## config.mk

```make
export PLATFORM = sky130hd
export DESIGN_NAME = base32_stream_encoder
export DESIGN_NICKNAME = d
export VERILOG_FILES = /design/src/hw/rtl/b32_pkg.sv /design/src/hw/rtl/b32_front.sv /design/src/hw/rtl/b32_queue.sv /design/src/hw/rtl/b32_back.sv /design/src/hw/rtl/base32_stream_encoder.sv
export VERILOG_INCLUDE_DIRS = /design/src /design/src/hw/rtl
export SDC_FILE = /design/constraint.sdc
export NUM_CORES = 1
export LEC_CHECK = 0
export ABC_CLOCK_PERIOD_IN_PS = 6860
export BUFFER_PORTS_ARGS = -buffer_cell sky130_fd_sc_hd__buf_4
export CORE_UTILIZATION = 50
export DETAILED_ROUTE_END_ITERATION = 10
export GPL_TIMING_DRIVEN = 0
export PLACE_DENSITY = 0.68
export SYNTH_ARGS = -nofsm -noshare
export SYNTH_HDL_FRONTEND = slang
export SYNTH_HIERARCHICAL = 1
export SYNTH_SLANG_ARGS = --single-unit
```

## constraint.sdc

```tcl
create_clock -name clk -period 6.86 [get_ports clk]
set_clock_uncertainty 0.1 [all_clocks]
set_input_delay 0.343 -clock clk [delete_from_list [all_inputs] [get_ports clk]]
set_output_delay 0.343 -clock clk [all_outputs]
set_load 0.02 [all_outputs]
```

## src/hw/rtl/base32_stream_encoder_defines.svh

```systemverilog
// Assertion macros for the base32 stream encoder.
// Used by the top level only; expects clk and arst_n in scope.
`ifndef BASE32_STREAM_ENCODER_DEFINES_SVH
`define BASE32_STREAM_ENCODER_DEFINES_SVH

// Same-cycle implication, checked out of reset.
`define B32_ASSERT_NOW(lbl, ante, cons, msg) \
	lbl: assert property (@(posedge clk) disable iff (!arst_n) (ante) |-> (cons)) \
		else $error(msg);

// Next-cycle implication, checked out of reset.
`define B32_ASSERT_NEXT(lbl, ante, cons, msg) \
	lbl: assert property (@(posedge clk) disable iff (!arst_n) (ante) |=> (cons)) \
		else $error(msg);

`endif

```

## src/hw/rtl/b32_pkg.sv

```systemverilog
// Shared types, constants and the alphabet function of the base32 encoder.
// No dependencies.
`default_nettype none

package b32_pkg;

	localparam int unsigned B32_QUEUE_DEPTH = 2;
	localparam logic [15:0] MAX_CHARS_RESET = 16'd256;

	localparam logic [6:0] CHAR_A      = 7'h41;
	localparam logic [6:0] CHAR_TWO    = 7'h32;
	localparam logic [4:0] NUM_LETTERS = 5'd26;

	// One classified item: up to three alphabet indices and how to emit them
	typedef struct packed {
		logic [2:0][4:0] idx;
		logic [1:0]      num;      // results for this item, 1..3
		logic            any;      // 0: single empty result
		logic            last;
	} b32_job_t;

	typedef struct packed {
		logic full;
		logic empty;
	} b32_qstat_t;

	function automatic logic [6:0] b32_char(input logic [4:0] idx);
		logic [6:0] c;
		if (idx < NUM_LETTERS) begin
			c = CHAR_A + {2'b00, idx};
		end else begin
			c = CHAR_TWO + {2'b00, idx - NUM_LETTERS};
		end
		return c;
	endfunction

endpackage

`default_nettype wire

```

## src/hw/rtl/b32_front.sv

```systemverilog
// Front end: accepts bytes, splits the bit accumulator into 5-bit groups,
// applies the per-message limit and pushes one job per item. Uses b32_pkg.
`default_nettype none

module b32_front import b32_pkg::*; (
	input  wire logic        clk,
	input  wire logic        arst_n,
	input  wire logic        cfg_valid,
	input  wire logic [15:0] cfg_data,
	input  wire logic        in_valid,
	output logic             in_ready,
	input  wire logic [7:0]  data_byte,
	input  wire logic        last_byte,
	input  wire b32_qstat_t  q_stat,
	output logic             q_push,
	output b32_job_t         q_job
);

	logic [15:0] max_chars_q;
	logic [3:0]  lbits_q;
	logic [2:0]  lcount_q;
	logic [15:0] emitted_q;

	logic [11:0] acc;
	logic [3:0]  nbits;
	logic        two;
	logic [2:0]  rem;
	logic [4:0]  low_mask;
	logic [4:0]  keep;
	logic [4:0]  idx0, idx1, idx_fl;
	logic        flush;
	logic [1:0]  ncand;
	logic [15:0] diff;
	logic [1:0]  avail;
	logic [1:0]  nemit;

	assign in_ready = !q_stat.full;
	assign q_push   = in_valid && in_ready;

	always_comb begin
		acc      = {lbits_q, data_byte};
		nbits    = {1'b0, lcount_q} + 4'd8;
		two      = (nbits >= 4'd10);
		idx0     = 5'(acc >> (nbits - 4'd5));
		idx1     = two ? 5'(acc >> (nbits - 4'd10)) : 5'd0;
		rem      = two ? 3'(nbits - 4'd10) : 3'(nbits - 4'd5);
		low_mask = 5'((5'd1 << rem) - 5'd1);
		keep     = {1'b0, acc[3:0]} & low_mask;
		idx_fl   = 5'(keep << (3'd5 - rem));
		flush    = last_byte && (rem != 3'd0);
		ncand    = (two ? 2'd2 : 2'd1) + {1'b0, flush};

		// room left under the limit, clamped to three
		diff = (max_chars_q > emitted_q) ? (max_chars_q - emitted_q) : 16'd0;
		avail = (diff >= 16'd3) ? 2'd3 : diff[1:0];
		nemit = (ncand < avail) ? ncand : avail;

		q_job.idx[0] = idx0;
		q_job.idx[1] = two ? idx1 : idx_fl;
		q_job.idx[2] = idx_fl;
		q_job.num    = (nemit == 2'd0) ? 2'd1 : nemit;
		q_job.any    = (nemit != 2'd0);
		q_job.last   = last_byte;
	end

	always_ff @(posedge clk or negedge arst_n) begin
		if (!arst_n) begin
			max_chars_q <= MAX_CHARS_RESET;
			lbits_q     <= 4'd0;
			lcount_q    <= 3'd0;
			emitted_q   <= 16'd0;
		end else begin
			if (cfg_valid) begin
				max_chars_q <= cfg_data;
			end
			if (q_push) begin
				if (last_byte) begin
					lbits_q   <= 4'd0;
					lcount_q  <= 3'd0;
					emitted_q <= 16'd0;
				end else begin
					lbits_q   <= keep[3:0];
					lcount_q  <= rem;
					emitted_q <= emitted_q + {14'd0, nemit};
				end
			end
		end
	end

endmodule

`default_nettype wire

```

## src/hw/rtl/b32_queue.sv

```systemverilog
// Short job queue between front and back end, register based.
// Uses b32_pkg for the job and status types.
`default_nettype none

module b32_queue import b32_pkg::*; #(
	parameter int unsigned DEPTH = B32_QUEUE_DEPTH
) (
	input  wire logic       clk,
	input  wire logic       arst_n,
	input  wire logic       push,
	input  wire b32_job_t   push_job,
	input  wire logic       pop,
	output b32_job_t        head_job,
	output b32_qstat_t      stat
);

	localparam int unsigned PTR_W = (DEPTH > 1) ? $clog2(DEPTH) : 1;
	localparam int unsigned CNT_W = $clog2(DEPTH + 1);
	localparam logic [PTR_W-1:0] LAST_PTR = PTR_W'(DEPTH - 1);
	localparam logic [CNT_W-1:0] FULL_CNT = CNT_W'(DEPTH);

	b32_job_t         mem_q [DEPTH];
	logic [PTR_W-1:0] wr_ptr_q, rd_ptr_q;
	logic [CNT_W-1:0] count_q;

	assign head_job   = mem_q[rd_ptr_q];
	assign stat.full  = (count_q == FULL_CNT);
	assign stat.empty = (count_q == '0);

	always_ff @(posedge clk) begin
		if (push) begin
			mem_q[wr_ptr_q] <= push_job;
		end
	end

	always_ff @(posedge clk or negedge arst_n) begin
		if (!arst_n) begin
			wr_ptr_q <= '0;
			rd_ptr_q <= '0;
			count_q  <= '0;
		end else begin
			if (push) begin
				wr_ptr_q <= (wr_ptr_q == LAST_PTR) ? '0 : wr_ptr_q + 1'b1;
			end
			if (pop) begin
				rd_ptr_q <= (rd_ptr_q == LAST_PTR) ? '0 : rd_ptr_q + 1'b1;
			end
			if (push && !pop) begin
				count_q <= count_q + 1'b1;
			end else if (pop && !push) begin
				count_q <= count_q - 1'b1;
			end
		end
	end

endmodule

`default_nettype wire

```

## src/hw/rtl/b32_back.sv

```systemverilog
// Back end: walks the head job one result per cycle, unless out_ready stalls it, into the output register.
// Uses b32_pkg for the job type and the alphabet function.
`default_nettype none

module b32_back import b32_pkg::*; (
	input  wire logic       clk,
	input  wire logic       arst_n,
	input  wire b32_job_t   head_job,
	input  wire b32_qstat_t q_stat,
	output logic            q_pop,
	output logic            out_valid,
	input  wire logic       out_ready,
	output logic [6:0]      code_char,
	output logic            char_valid,
	output logic            item_done,
	output logic            message_end
);

	logic [1:0] pos_q;
	logic       out_valid_q;
	logic [6:0] code_q;
	logic       cvalid_q, done_q, mend_q;

	logic       advance;
	logic       is_end;
	logic [4:0] cur_idx;

	assign advance = (!out_valid_q || out_ready) && !q_stat.empty;
	assign is_end  = (pos_q == head_job.num - 2'd1);
	assign cur_idx = head_job.idx[pos_q];
	assign q_pop   = advance && is_end;

	assign out_valid   = out_valid_q;
	assign code_char   = code_q;
	assign char_valid  = cvalid_q;
	assign item_done   = done_q;
	assign message_end = mend_q;

	always_ff @(posedge clk or negedge arst_n) begin
		if (!arst_n) begin
			pos_q       <= 2'd0;
			out_valid_q <= 1'b0;
			code_q      <= 7'd0;
			cvalid_q    <= 1'b0;
			done_q      <= 1'b0;
			mend_q      <= 1'b0;
		end else begin
			if (advance) begin
				out_valid_q <= 1'b1;
				code_q      <= head_job.any ? b32_char(cur_idx) : 7'd0;
				cvalid_q    <= head_job.any;
				done_q      <= is_end;
				mend_q      <= is_end && head_job.last;
				pos_q       <= is_end ? 2'd0 : pos_q + 2'd1;
			end else if (out_ready) begin
				out_valid_q <= 1'b0;
			end
		end
	end

endmodule

`default_nettype wire

```

## src/hw/rtl/base32_stream_encoder.sv

```systemverilog
// Unpadded base32 stream encoder (standard alphabet A-Z, 2-7). One byte
// enters per item together with a last flag; each byte gives one to three
// result items, one per character, the last of them marked item_done, and
// the final one of a message also message_end. On the last byte the
// remaining bits are zero-filled to five and emitted, and the encoder
// clears for the next message. max_chars (reset 256) caps the characters
// per message; an item whose characters are all cut gives one result with
// char_valid low and code_char zero. The front end takes a byte every cycle
// while the job queue has room; the back end drains one result per cycle,
// unless out_ready stalls it, into the single output register. max_chars
// may only be written while the encoder is idle; cfg_ready is always high.
`default_nettype none

`include "base32_stream_encoder_defines.svh"

module base32_stream_encoder import b32_pkg::*; #(
	parameter int unsigned QUEUE_DEPTH = B32_QUEUE_DEPTH
) (
	input  wire logic        clk,
	input  wire logic        arst_n,
	// configuration write channel
	input  wire logic        cfg_valid,
	output logic             cfg_ready,
	input  wire logic [15:0] cfg_data,
	// byte input
	input  wire logic        in_valid,
	output logic             in_ready,
	input  wire logic [7:0]  data_byte,
	input  wire logic        last_byte,
	// character output
	output logic             out_valid,
	input  wire logic        out_ready,
	output logic [6:0]       code_char,
	output logic             char_valid,
	output logic             item_done,
	output logic             message_end
);

	b32_job_t   push_job, head_job;
	b32_qstat_t q_stat;
	logic       q_push, q_pop;

	assign cfg_ready = 1'b1;

	// classify bytes into jobs
	b32_front u_front (
		.clk       (clk),
		.arst_n    (arst_n),
		.cfg_valid (cfg_valid),
		.cfg_data  (cfg_data),
		.in_valid  (in_valid),
		.in_ready  (in_ready),
		.data_byte (data_byte),
		.last_byte (last_byte),
		.q_stat    (q_stat),
		.q_push    (q_push),
		.q_job     (push_job)
	);

	// decouples the byte side from the character side
	b32_queue #(
		.DEPTH (QUEUE_DEPTH)
	) u_queue (
		.clk      (clk),
		.arst_n   (arst_n),
		.push     (q_push),
		.push_job (push_job),
		.pop      (q_pop),
		.head_job (head_job),
		.stat     (q_stat)
	);

	// one result item per cycle unless the output stalls
	b32_back u_back (
		.clk         (clk),
		.arst_n      (arst_n),
		.head_job    (head_job),
		.q_stat      (q_stat),
		.q_pop       (q_pop),
		.out_valid   (out_valid),
		.out_ready   (out_ready),
		.code_char   (code_char),
		.char_valid  (char_valid),
		.item_done   (item_done),
		.message_end (message_end)
	);

	// checks
	`B32_ASSERT_NOW(a_pop_has_data, q_pop, !q_stat.empty, "pop from empty job queue")
	`B32_ASSERT_NEXT(a_full_blocks, q_stat.full && !q_pop, !in_ready, "input taken into full queue")
	`B32_ASSERT_NOW(a_drop_is_zero, out_valid && !char_valid, code_char == 7'd0 && item_done, "empty result malformed")
	`B32_ASSERT_NOW(a_end_is_done, out_valid && message_end, item_done, "message end without item done")

endmodule

`default_nettype wire
```

==> results of run 1 <==
[cells by family after synthesis]
logic type      share of synthesized area, %
compound gates                          14.4
xor+xnor                                4.57
fa+ha+maj                               7.36
buf+inv                                 4.85
flops                                   40.2
mux                                     14.3
other cells                           0.0593
simple gates                            14.2
[critical path: cells and delay by family, from the launching register on]
| kind | cells | cell delay, ps |
|---|---|---|
| compound gates | 3 | 900 |
| xor+xnor | 2 | 770 |
| fa+ha+maj | 5 | 1240 |
| buf+inv | 5 | 900 |
| flops | 1 | 440 |
| simple gates | 9 | 1830 |
[worst max path at each step]
stage | startpoint | endpoint | slack, ps
after floorplan | u_front/lcount_q[1]$_DFFE_PN0P_ | u_front/emitted_q[14]$_DFFE_PN0P_ | 1620
after global placement | u_front/lcount_q[1]$_DFFE_PN0P_ | u_front/emitted_q[12]$_DFFE_PN0P_ | 740
after detailed placement | u_front/lcount_q[1]$_DFFE_PN0P_ | u_front/emitted_q[14]$_DFFE_PN0P_ | 650
after CTS | u_front/lcount_q[1]$_DFFE_PN0P_ | u_front/emitted_q[14]$_DFFE_PN0P_ | 600
after global routing | u_front/lcount_q[1]$_DFFE_PN0P_ | u_front/emitted_q[14]$_DFFE_PN0P_ | 20
final | u_front/lcount_q[1]$_DFFE_PN0P_ | u_front/emitted_q[14]$_DFFE_PN0P_ | 550
[per-layer routing]
| metal | global-route usage, % | wire (um) |
|---|---|---|
| met2 | 37.9 | 6590 |
| met5 | 0 | 0 |
| met4 | 11.2 | 379 |
| met1 | 27.4 | 5910 |
| met3 | 2.75 | 540 |
[metrics by stage]
stage | power, uW | instance area (um2) | worst slack, ps | hold WS [ps] | std cells
after floorplan | 2370 | 6320 | 1620 | -52.6 | 612
after global placement | 2740 | 6820 | 740 | 348 | 818
after detailed placement | 2800 | 6820 | 649 | 357 | 818
after CTS | 3350 | 7150 | 604 | 65.4 | 835
after global routing | 3570 | 7150 | 22.6 | 68.8 | 835
final | 3340 | 7150 | 546 | 78.8 | 835
[flip-flops by register name, indices dropped and copies added (netlist names)]
| signal | count |
|---|---|
| u_back/message_end | 1 |
| u_queue/count_q | 2 |
| u_back/code_char | 7 |
| u_back/char_valid | 1 |
| u_back/item_done | 1 |
| u_queue/rd_ptr_q | 1 |
| u_front/lcount_q | 3 |
| u_front/max_chars_q | 16 |
| u_queue/wr_ptr_q | 1 |
| u_front/lbits_q | 4 |
| u_front/emitted_q | 16 |
| u_back/out_valid | 1 |
| u_queue/mem_q | 38 |
| u_back/pos_q | 2 |
[repair_timing]
| action | CTS | global route |
|---|---|---|
| endpoints found under the hold margin | 55 | 0 |
| setup buffers | 0 | 0 |
| hold buffers | 1 | 0 |
[final cells by class]
class | instances | share of cell area (%)
plain buffers | 26 | 2.03
clock buffers | 9 | 3.15
clock inverters | 7 | 1.35
inverters | 43 | 2.26
multi-input cells | 449 | 48.6
flip-flops and latches | 94 | 35.6
well taps | 168 | 2.94
repair buffers | 39 | 4.13
[power breakdown]
group	leakage [uW]	internal (uW)	switching, uW
registers	0.00106	846	102
logic	0.00178	801	1050
clock network	0.000150	320	218
[placed cells by master, fill, tap and decap left out, types with 3 or more instances in the layout]
cell / synthesis / layout
a211oi_1: 6 / 6
a21o_1: 6 / 6
a21oi_1: 24 / 24
a21oi_2: 3 / 3
a31oi_1: 3 / 3
and3_1: 9 / 9
buf_4: 2 / 40
buf_6: 5 / 5
clkbuf_1: 15 / 15
clkbuf_16: 0 / 9
dfrtp_1: 55 / 55
edfxtp_1: 38 / 38
ha_1: 34 / 34
inv_1: 38 / 38
inv_2: 4 / 4
mux2_2: 19 / 19
mux2_4: 19 / 19
mux2i_1: 25 / 25
mux4_2: 7 / 7
nand2_1: 51 / 51
nand2b_1: 14 / 14
nand3_1: 11 / 11
nand3b_1: 3 / 3
nand4_1: 3 / 3
nor2_1: 46 / 46
nor2b_1: 9 / 8
nor3_1: 14 / 14
o211ai_1: 5 / 5
o21a_1: 5 / 5
o21ai_0: 29 / 29
o22ai_1: 8 / 8
or3_1: 4 / 4
xnor2_1: 22 / 22
xor2_1: 11 / 11
==> flow_results.org, run 1 <==
** Timing
- Setup Total Neg Slack :: 0 ps
- Counting I/O delays and the setup requirement, the final critical path takes 6310 ps.
- Share of the clock period used by the worst path :: 92.0%
- Setup violations remaining at the end of the flow were counted as 0.
- The number of slew-limit violations in the final report is 0.
- FMAX :: 158 MHz
- Worst-margin pin slew :: 988 ps
- Setup repair after global routing left no endpoint under its margin.
- Headroom to the max-slew limit came out at 33.9%.
- The number of endpoints with negative hold slack in the final report is 0.

** Synthesis
- Number of different library cells in the post-synthesis netlist :: 82
- Count of flip-flops with a built-in enable after synthesis :: 38
- Counting every net in the synthesized netlist gives 678.
- Synth top cells by count :: dfrtp_1 (55), nand2_1 (51), nor2_1 (46)
- Sequential cell area fraction in the yosys report :: 40.2%
- Synthesis inferred 94 register bits.
- After synthesis, the share of flip-flops with an asynchronous set or reset is 59.6%.
- The average instance in the mapped netlist occupies between 10 and 15 um2.
- Library cell with the largest summed area after synthesis :: dfrtp_1
- Ranked by total cell area, the synthesized netlist is headed by dfrtp_1 (22%), edfxtp_1 (18%), ha_1 (6.7%).
- Most repeated cell in the gate-level netlist after synthesis :: dfrtp_1
- In the synthesized netlist the dominant register cell turns out to be dfrtp_1.
- In the synthesized netlist, the number of instances is around 610.
- For this run, the number of Yosys warnings is 6.
- Summed instance area of the synthesized netlist :: 0.00632 mm2
- The share of synthesized area in the top cell type comes to between 20% and 30%.

** Global route
- Wire length of the first global-routing pass :: 22.4 mm
- The number of global-route vias before repair is 4,731.
- The initial antenna violation count was 0.
- Gr ovfl total :: 0
- Gr usage total :: 22.1%
- Entering global routing, the biggest net connects 57 pins.

** Min path
- Class of the tightest hold or removal check :: in2reg
- Hold wc startpoint :: last_byte
- Hold path endpoint :: u_queue/mem_q[0][0]$_DFFE_PP_
- Number of cells on the worst hold path :: 1

** Drt
- The first TritonRoute pass finished after 4 iterations.
- Post-detailed-route wirelength per cell :: approximately 16 um
- Once detail routing completed, the nets flagged for antenna violations numbered 0.
- Number of DRC violations after detailed-routing iteration 0 :: 307
- For this block, the routed nets add up to 13.4 mm of wire.
- Summing over every cut layer, the via total after detailed routing is roughly 4,700.
- Detailed-route vias per instance :: 5.66
- For this run, design rule violations remaining after detail routing come to 0.

** Setup path
- The setup path with the least slack is of type reg2reg.
- On the worst path, the slowest cell contributes a delay of between 600 and 700 ps.
- The worst setup path is launched from a flip-flop.
- Critical path's slowest cell :: xnor2_1
- Cell depth of the worst flop-to-flop path :: 24
- Data arrival time of the worst path :: 6440 ps
- Traced cell by cell, the critical path runs through clkbuf_1, inv_1, ha_1, xnor2_1, nor2_1, a21oi_1, nor3_1, nand2b_1, ha_1, inv_1, ha_1, inv_1, a22o_1, a41oi_2, ha_1, inv_1, fa_1, or3_1, or3_1, nor3_1, and3_1, nand2_1, xnor2_1, nor2_1.
- Crit path capture type :: flip-flop
- The startpoint identified for the worst register-to-register timing path is u_front/lcount_q[1]$_DFFE_PN0P_.
- In this run the critical register-to-register path is captured at u_front/emitted_q[14]$_DFFE_PN0P_.
- CP max FO :: 10
- R2R Setup Slk :: 550 ps
- Worst endpoint required time :: approximately 7000 ps

** Die
- Floorplan die width :: 114 um
- For this design the top-level I/O count stands at 43.
- Initial core utilization :: slightly above 50%
- Row count :: 40
- Die Area :: approximately 0.013 mm2
- The total area inside the core boundary comes to 0.0122 mm2.
- Vert. Die Dim :: 114 um

** Finish
- The sequential cells in the finished layout cover a total of 0.00254 mm2.
- Antenna diode instance count :: 0
- Fin util :: 58.8%
- In the final layout, the share of cells above drive strength 1 is 19.9%.
- Summing all multi-input logic gate instances after layout gives 0.00348 mm2.
- After filler insertion, the fill cell instance count of the layout stands at 1,030.
- From synthesis to final layout, the design area changed by 13.1%.
- Number of nets in the final layout :: 728

** Power
- Max VDD drop :: 0.000164 V
- Static leakage :: 0.00299 uW
- For this design the ratio of total power to cell area is 467 mW/mm2.

** Clock tree
- Clock tree from TritonCTS :: yes
- The clock passes through at most 2 buffers.
- H-tree lvl count :: 3
- Clock Sink Count :: 94
- Total of cells resized after clock tree synthesis :: 0
- TritonCTS created 9 clock buffers.
- At the later pin of the worst-skew pair, clock insertion delay measures 350 ps.
- Master cell of the clock root buffer :: clkbuf_16
- After clock tree synthesis, the clock-pin slew on the worst setup and hold paths is 70 ps.

** Placed design
- Buffers placed on the I/O ports in this run total 38.
- At the end of routability-driven placement, the weighted congestion stood at between 0.8 and 0.9.
- Final HPWL DP :: 10.2 mm

** Flow run
- Reported max-cap violation count :: 0

** Run status
- The run finished with clean final reports.
(Power assumes the default switching activity.)
==> run 2, diff against run 1 <==
--- a/config.mk
+++ b/config.mk
@@ -8,6 +8,7 @@
 export LEC_CHECK = 0
 export ABC_CLOCK_PERIOD_IN_PS = 6860
 export BUFFER_PORTS_ARGS = -buffer_cell sky130_fd_sc_hd__buf_4
+export CORE_ASPECT_RATIO = 0.5
 export CORE_UTILIZATION = 50
 export DETAILED_ROUTE_END_ITERATION = 10
 export GPL_TIMING_DRIVEN = 0
==> flow_results.org, run 2 (same netlist as run 1, synthesis figures left out) <==
** Power
- Pint :: ~1900 uW
- In this run switching power makes up 42.4% of total power.
- IR analysis of the VDD net gives a maximum drop of 0.000217 V.
- Sequential fraction of design power :: 28.6%
- Power Density :: about 460 mW/mm2
- Of the total power, the clock network draws 14.8%.
- Net switching power :: approximately 1400 uW
- Static leakage :: 0.00300 uW
- Of the total power, combinational logic draws between 50% and 60%.

** Die
- Floorplan core area :: 0.0121 mm2
- Die Area :: 0.0131 mm2
- Measured along the y axis, the die boundary spans around 80 um.
- Row count :: 28
- I/O pin cnt :: 43
- Initial core utilization :: between 50% and 60%
- Floorplan die width :: 161 um

** Finish
- The library cell used most frequently in the layout, excluding fill and tap cells, is dfrtp_1.
- Counting the fill cells in the layout gives about 1,100.
- Number of nets in the final layout :: 729
- Counting flops per register, the top entry is u_queue/mem_q.
- Most used cells in the layout excluding fill and tap cells :: dfrtp_1 (55), nand2_1 (51), nor2_1 (46)
- Area growth from synthesis to layout :: 12.9%
- 0 antenna diodes ended up in the layout.
- Number of flip-flops under the largest register name :: 38
- The largest registers in the layout are u_queue/mem_q (38), u_front/emitted_q (16), u_front/max_chars_q (16).
- Cells with a size suffix above 1 make up 20.4% of the layout.
- Register area :: around 0.0025 mm2
- Multi-input gate area in the final layout :: approximately 0.0035 mm2

** Clock tree
- The tree is rooted in a clkbuf_16.
- Clock edge transition at the registers on the reported setup and hold paths :: 70 ps
- TritonCTS built the clock tree.
- The number of clock buffers added by TritonCTS is 9.
- CTS saw 94 sinks.
- In this run the deepest clock path goes through 2 buffers.
- Clock network latency to the later pin of the worst-skew pair :: 340 ps
- The H-tree generated during clock tree synthesis spans 3 levels.
- Setup Buffers After CTS :: 0

** Setup path
- The worst setup path is captured at a flip-flop.
- Worst endpoint required time :: 6980 ps
- Cell depth of the worst flop-to-flop path :: 24
- Worst flop-to-flop path startpoint :: u_front/lcount_q[1]$_DFFE_PN0P_
- CP max FO :: 10
- Data arrival time of the worst path :: 6480 ps
- WS Path Type :: reg2reg
- R2R Setup Slk :: approximately 500 ps
- The worst setup path is launched from a flip-flop.
- The worst register-to-register path ends at u_front/emitted_q[14]$_DFFE_PN0P_.

** Min path
- Along the worst hold path, the cell count comes to 1.
- In this run the worst hold path is classified as in2reg.
- Hold wc startpoint :: last_byte
- The worst hold path terminates at u_queue/mem_q[1][0]$_DFFE_PP_.

** Drt
- After detailed routing, the number of vias per cell comes to 5.61.
- Summing over every cut layer, the via total after detailed routing is 4,670.
- The detail route stage leaves a number of antenna-violating nets equal to 0.
- For this block, the initial DRC count from the detailed router was around 290.
- For this block, the routed nets add up to 13.4 mm of wire.
- Iteration count of the initial detailed-routing pass :: 4
- Final routed DRC violation total :: 0
- Dividing the detail-routed wire length by the instance count gives about 16 um.

** Global route
- The first global-routing pass estimated 22.1 mm of wire.
- Gr usage total :: a little over a fifth
- Number of global-route vias before repair :: 4,476
- Maximum number of pins on one net before global-route repair :: 57
- Gr ovfl total :: 0
- Initial antenna violation count :: 0

** Placed design
- Input and output buffers added on the ports amount to 38.
- Final HPWL DP :: 9.86 mm
- Routability-driven placement finished with a final weighted congestion of roughly 0.88.

** Timing
- The routed design could run at a clock period as short as around 6400 ps.
- Final number of setup-violating endpoints :: 0
- The worst path uses 92.8% of the clock period.
- For the pin with the worst max-slew slack, the measured transition is 906 ps.
- RSZ-0062 raised after global routing :: false
- Adding up every negative setup slack in the final design gives 0 ps.
- The number of slew-limit violations in the final report came to 0.
- Minimum hold slack :: 77.9 ps
- The number of endpoints with negative hold slack in the final report was 0.
- Static timing analysis puts the maximum clock frequency at roughly 160 MHz.
- Max-slew headroom at the worst pin :: 39.6%

** Run status
- Result of the run :: completed

** Flow run
- Reported max-cap violation count :: 0
-- run 2: what timing repair did --
action                                  CTS  global route
resized for setup                         0             1
hold endpoints to repair                 53             0
endpoints found under the setup margin    0             2
hold buffers                              1             0
-- run 2: worst max-delay path: stages, from the launching register on --
cell and delay [ps]:
dfrtp_1 430, clkbuf_1 400, inv_1 260, ha_1 340, clkbuf_1 400, mux2i_1 210, clkbuf_1 270, nor3_1 330
nand2b_1 150, ha_1 140, inv_1 60, ha_1 270, nand2_1 80, a22o_1 200, a41oi_2 230, ha_1 210
inv_1 60, fa_1 410, or3_1 380, or3_1 370, nor3_1 390, and3_1 260, nand2_1 80, xnor2_1 140
nor2_1 50
-- run 2: worst max path at each step --
stage | start | endpoint | slack [ps] | cells after the start
after floorplan | u_front/lcount_q[1]$_DFFE_PN0P_ | u_front/emitted_q[14]$_DFFE_PN0P_ | 1620 | 24
after global placement | u_front/lcount_q[1]$_DFFE_PN0P_ | u_front/emitted_q[14]$_DFFE_PN0P_ | 610 | 24
after detailed placement | u_front/lcount_q[1]$_DFFE_PN0P_ | u_front/emitted_q[14]$_DFFE_PN0P_ | 530 | 24
after CTS | u_front/lcount_q[1]$_DFFE_PN0P_ | u_front/emitted_q[14]$_DFFE_PN0P_ | 420 | 24
after global routing | u_front/lcount_q[1]$_DFFE_PN0P_ | u_front/emitted_q[14]$_DFFE_PN0P_ | 130 | 25
final | u_front/lcount_q[1]$_DFFE_PN0P_ | u_front/emitted_q[14]$_DFFE_PN0P_ | 500 | 24
-- run 2: routing by layer --
layer	global-route usage (%)	routed length (um)	up-vias	part of all wire [%]
met2	36.6	6210	88	46
li1	-	-	2303	-
met4	5.47	144	0	1.1
met3	4.19	517	14	3.9
met1	28.7	6530	2265	49
met5	0	0	-	0
-- run 2: through the flow --
stage                     cells  utilization [%]  area [um2]  power, uW  setup WS (ps)
after floorplan             612                -        6320       2370           1620
after global placement      815             56.6        6820       2750            615
after detailed placement    816             56.7        6830       2800            534
after CTS                   833             59.2        7130       3310            424
after global routing        833             59.2        7140       3550            132
final                       833             59.2        7140       3310            497
-- run 2: area by class of cell --
class | count | share of cell area [%]
clock inverter | 7 | 0.859
multi-input combinational | 449 | 48.8
timing repair buffer | 40 | 4.35
inverter | 43 | 2.26
buffer | 26 | 2.03
tap | 165 | 2.89
clock buffer | 9 | 3.16
sequential | 94 | 35.6
-- run 2: power groups by stage --
stage / Combinational [uW] / Clock, uW / Sequential, uW
final: 1870 / 489 / 946
after global routing: 2060 / 522 / 965
after CTS: 1860 / 501 / 946
after detailed placement: 1840 / 0 / 957
after global placement: 1800 / 0 / 949
after floorplan: 1410 / 0 / 958
==> run 3, diff against run 2 <==
--- a/config.mk
+++ b/config.mk
@@ -6,6 +6,7 @@
 export SDC_FILE = /design/constraint.sdc
 export NUM_CORES = 1
 export LEC_CHECK = 0
+export ABC_AREA = 1
 export ABC_CLOCK_PERIOD_IN_PS = 6860
 export BUFFER_PORTS_ARGS = -buffer_cell sky130_fd_sc_hd__buf_4
 export CORE_ASPECT_RATIO = 0.5
==> flow_results.org, run 3 <==
** Run status
- The run finished with clean final reports.

** Synthesis
- Mux contribution to synthesized area :: 6.86%
- During synthesis, Yosys emitted a total of 6 warnings.
- Summing the areas of all compound-gate instances in the mapped netlist gives 11.0% of the synthesized area.
- Adder-cell area share of the yosys netlist :: ~7.2%
- Number of different library cells in the post-synthesis netlist :: 58
- Of all flip-flops after synthesis, the portion carrying an async set or reset was 59.6%.
- Summed over its instances, the top area cell type makes up 21.3% of the synthesized netlist area.
- Of all cell types, the one taking the most synthesized area is dfrtp_1.
- Count of flip-flops with a built-in enable after synthesis :: 38
- Post-Synth XOR/XNOR Area :: 1.47%
- After synthesis the netlist holds a flip-flop and latch count of 94.
- Largest family of logic cells by synthesized area :: simple AND/OR/NAND/NOR gates
- Synthesis produced a netlist whose cell count is 801.
- Syn avg cell area :: 8.07 um2
- Synth area leaders :: dfrtp_1 (21%), edfxtp_1 (18%), nand2_1 (12%)
- The commonest cells after synthesis are nand2_1 (213), inv_1 (123), dfrtp_1 (55).
- Most repeated cell in the gate-level netlist after synthesis :: nand2_1
- After synthesis, flip-flops and latches occupy 39.4% of the total area.
- Synthesis produced a netlist with a net count of 867.
- The synthesized netlist devotes between 20% and 30% of its cell area to simple gates.
- Among all flip-flop cells after synthesis, the most frequent one is dfrtp_1.
- Summed instance area of the synthesized netlist :: 0.00646 mm2

** Global route
- The number of global-route vias before repair was 4,829.
- Gr usage total :: 22.0%
- Wire length of the first global-routing pass :: between 20 and 25 mm
- Initial antenna violation count :: 0
- Entering global routing, the biggest net connects 57 pins.
- The total overflow left after global routing is 0.

** Finish
- After the last flow step, the layout net total stands at 920.
- Regs by FF count :: u_queue/mem_q (38), u_front/emitted_q (16), u_front/max_chars_q (16)
- From synthesis to final layout, the design area changed by 12.5%.
- Antenna diode instance count :: 0
- Summing all flip-flop and latch instances after layout gives 0.00254 mm2.
- Most used cells in the layout excluding fill and tap cells :: nand2_1 (213), inv_1 (123), dfrtp_1 (55)
- The register with the most flip-flops in the layout has 38 of them.
- Reg with most FFs :: u_queue/mem_q
- The layout has ~1,100 filler cells.
- Share of final-layout standard cells stronger than drive strength 1 :: ~17%
- Leaving out fill and tap cells, the most frequent cell in the layout is nand2_1.
- Summing all multi-input logic gate instances after layout gives 0.00331 mm2.

** Timing
- Measured against its own limit, the worst slew margin works out to 49.9%.
- In the post-route analysis, the smallest setup slack over all paths is around 1600 ps.
- RSZ-0062 raised after global routing :: false
- Fin. max-slew vios :: 0
- Worst-margin pin slew :: 750 ps
- For this run, the top clock speed supported by timing is 189 MHz.
- Final number of setup-violating endpoints :: 0
- On the final layout, the worst hold slack is ~110 ps.
- Share of the clock period used by the worst path :: between 70 and 80%
- For the final routed database, the setup TNS stands at 0 ps.
- After layout, the minimum clock period comes to 5300 ps.
- The number of endpoints with negative hold slack in the final report is 0.

** Flow run
- Reported max-cap violation count :: 0

** Setup path
- In this run the critical register-to-register path is launched from u_front/lcount_q[1]$_DFFE_PN0P_.
- STA classifies the critical path endpoint as a flip-flop.
- In this design, the largest share of critical-path delay is due to simple AND/OR/NAND/NOR gates.
- Critical path buffer and inverter count :: 10
- The critical path is of the reg2reg type.
- For this run, the slowest stage of the critical path takes slightly below 500 ps.
- Tracing the worst setup path back leads to its startpoint at u_front/lcount_q[1]$_DFFE_PN0P_.
- For the worst setup path, the data required time is between 6000 and 7000 ps.
- R2R Setup Slk :: 1560 ps
- Along the worst path, the maximum fanout reaches 12.
- Kind of start point of the critical path :: flip-flop
- Data arrives at the worst endpoint at 5420 ps.
- The number of cells on the worst reg-to-reg path is 28.
- The worst register-to-register path ends at u_front/emitted_q[14]$_DFFE_PN0P_.
- Critical path's slowest cell :: dfrtp_1

** Clock tree
- Clock tree from TritonCTS :: yes
- The clock passes through at most 2 buffers.
- Clock edge transition at the registers on the reported setup and hold paths :: 70 ps
- The number of clock buffers added by TritonCTS is 9.
- H-tree lvl count :: 3
- Clock network latency to the later pin of the worst-skew pair :: roughly 340 ps
- Master cell of the clock root buffer :: clkbuf_16
- Clock Sink Count :: 94
- Total of cells resized after clock tree synthesis :: 0

** Drt
- Detailed-route vias per instance :: 5.09
- Wires add up to 13.6 mm.
- Via count :: between 5,000 and 6,000
- The pre-antenna-repair detailed-routing pass consisted of 5 iterations.
- Post-DRT Antenna Nets :: 0
- Number of DRC violations after detailed-routing iteration 0 :: 286
- Final routed DRC violation total :: 0
- After detailed routing, the average wire length per cell comes to 13.2 um.

** Min path
- The path class of the tightest hold or removal check is in2reg.
- The worst hold path begins at cfg_data[0].
- The worst hold path passes through 3 cells.
- Hold path endpoint :: u_front/max_chars_q[0]$_DFFE_PN0P_

** Power
- The completed layout was analyzed and its total power is 3190 uW.
- Power Density :: 439 mW/mm2
- Static leakage :: 0.00361 uW
- Max VDD drop :: 0.000218 V

** Die
- After floorplanning, the core was divided into 28 placement rows.
- Floorplan core area :: 0.0122 mm2
- The floorplan step defined a die boundary enclosing 0.0134 mm2.
- For this configuration, the core starts out at a cell density of between 50% and 60%.
- Vert. Die Dim :: 82.4 um
- Floorplan die width :: ~160 um
- During I/O placement, the number of pins put on the boundary was 43.

** Placed design
- Worst slack, placed :: 1620 ps
- RePlAce Congestion :: 0.910
- After legalization and detailed placement, the total HPWL measured ~11 mm.
- In this run the tool buffered the top-level ports with 40 buffer cells.
==> run 3: cell count changes after synthesis, sizes merged, moves of 7 or more <==
cell / delta
inv: +91
o21ai: +9
nand2b: -14
nand4: +8
nand2: +173
xnor2: -19
mux2i: -25
mux4: -7
a21oi: +15
nand3: +45
clkbuf: -10
nor2: +8
and3: -8
nor2b: -10
==> run 3: how the worst max path moves through the flow <==
stage | to | slack (ps) | cells after the start
2_1_floorplan | u_front/emitted_q[14]$_DFFE_PN0P_ | 2400 | 28
3_3_place_gp | u_front/emitted_q[14]$_DFFE_PN0P_ | 1620 | 28
3_5_place_dp | u_front/emitted_q[14]$_DFFE_PN0P_ | 1620 | 28
4_1_cts | u_front/emitted_q[14]$_DFFE_PN0P_ | 1580 | 28
5_1_grt | u_front/emitted_q[14]$_DFFE_PN0P_ | 1040 | 29
6_report | u_front/emitted_q[14]$_DFFE_PN0P_ | 1560 | 28
==> run 3: layout make-up <==
| cell class | count | area share, % |
|---|---|---|
| tap | 165 | 2.84 |
| timing repair buffer | 42 | 4.48 |
| inverter | 134 | 6.97 |
| clock buffer | 9 | 3.10 |
| sequential | 94 | 35.0 |
| clock inverter | 7 | 0.654 |
| multi-input combinational | 556 | 45.5 |
| buffer | 17 | 1.46 |
==> run 3: cells by family (layout without fill, tap and decap cells) <==
logic type / Yosys count / count (layout)
buf+inv: 151 / 209
mux: 33 / 33
fa+ha+maj: 36 / 36
other cells: 1 / 1
simple gates: 362 / 362
xor+xnor: 10 / 10
compound gates: 114 / 114
flops: 94 / 94
==> run 3: worst min-delay path: stages <==
cell	delay [ps]
buf_4	80
nand2_1	40
o21ai_0	60
==> run 3: repair_timing <==
item,4_1_cts,5_1_grt
setup buffers,0,0
hold buffers,1,0
hold endpoints to repair,15,0
==> run 3: routing by layer <==
| metal | wire (um) | global-route usage, % | vias up |
|---|---|---|---|
| met5 | 0 | 0 | - |
| li1 | - | - | 2719 |
| met1 | 6670 | 29.1 | 2378 |
| met4 | 157 | 5.33 | 0 |
| met2 | 6190 | 37.9 | 100 |
| met3 | 548 | 3.85 | 14 |
==> run 3: power by group <==
group / switching (uW) / internal (uW)
logic: 1090 / 688
clock network: 219 / 247
registers: 91.2 / 854
==> run 3: stage by stage <==
step           instance area [um2]  util [%]  std cells
6_report                      7270      59.6       1024
5_1_grt                       7270      59.6       1024
4_1_cts                       7270      59.6       1024
3_5_place_dp                  6990      57.3       1007
3_3_place_gp                  6970      57.2       1006
2_1_floorplan                 6460         -        801
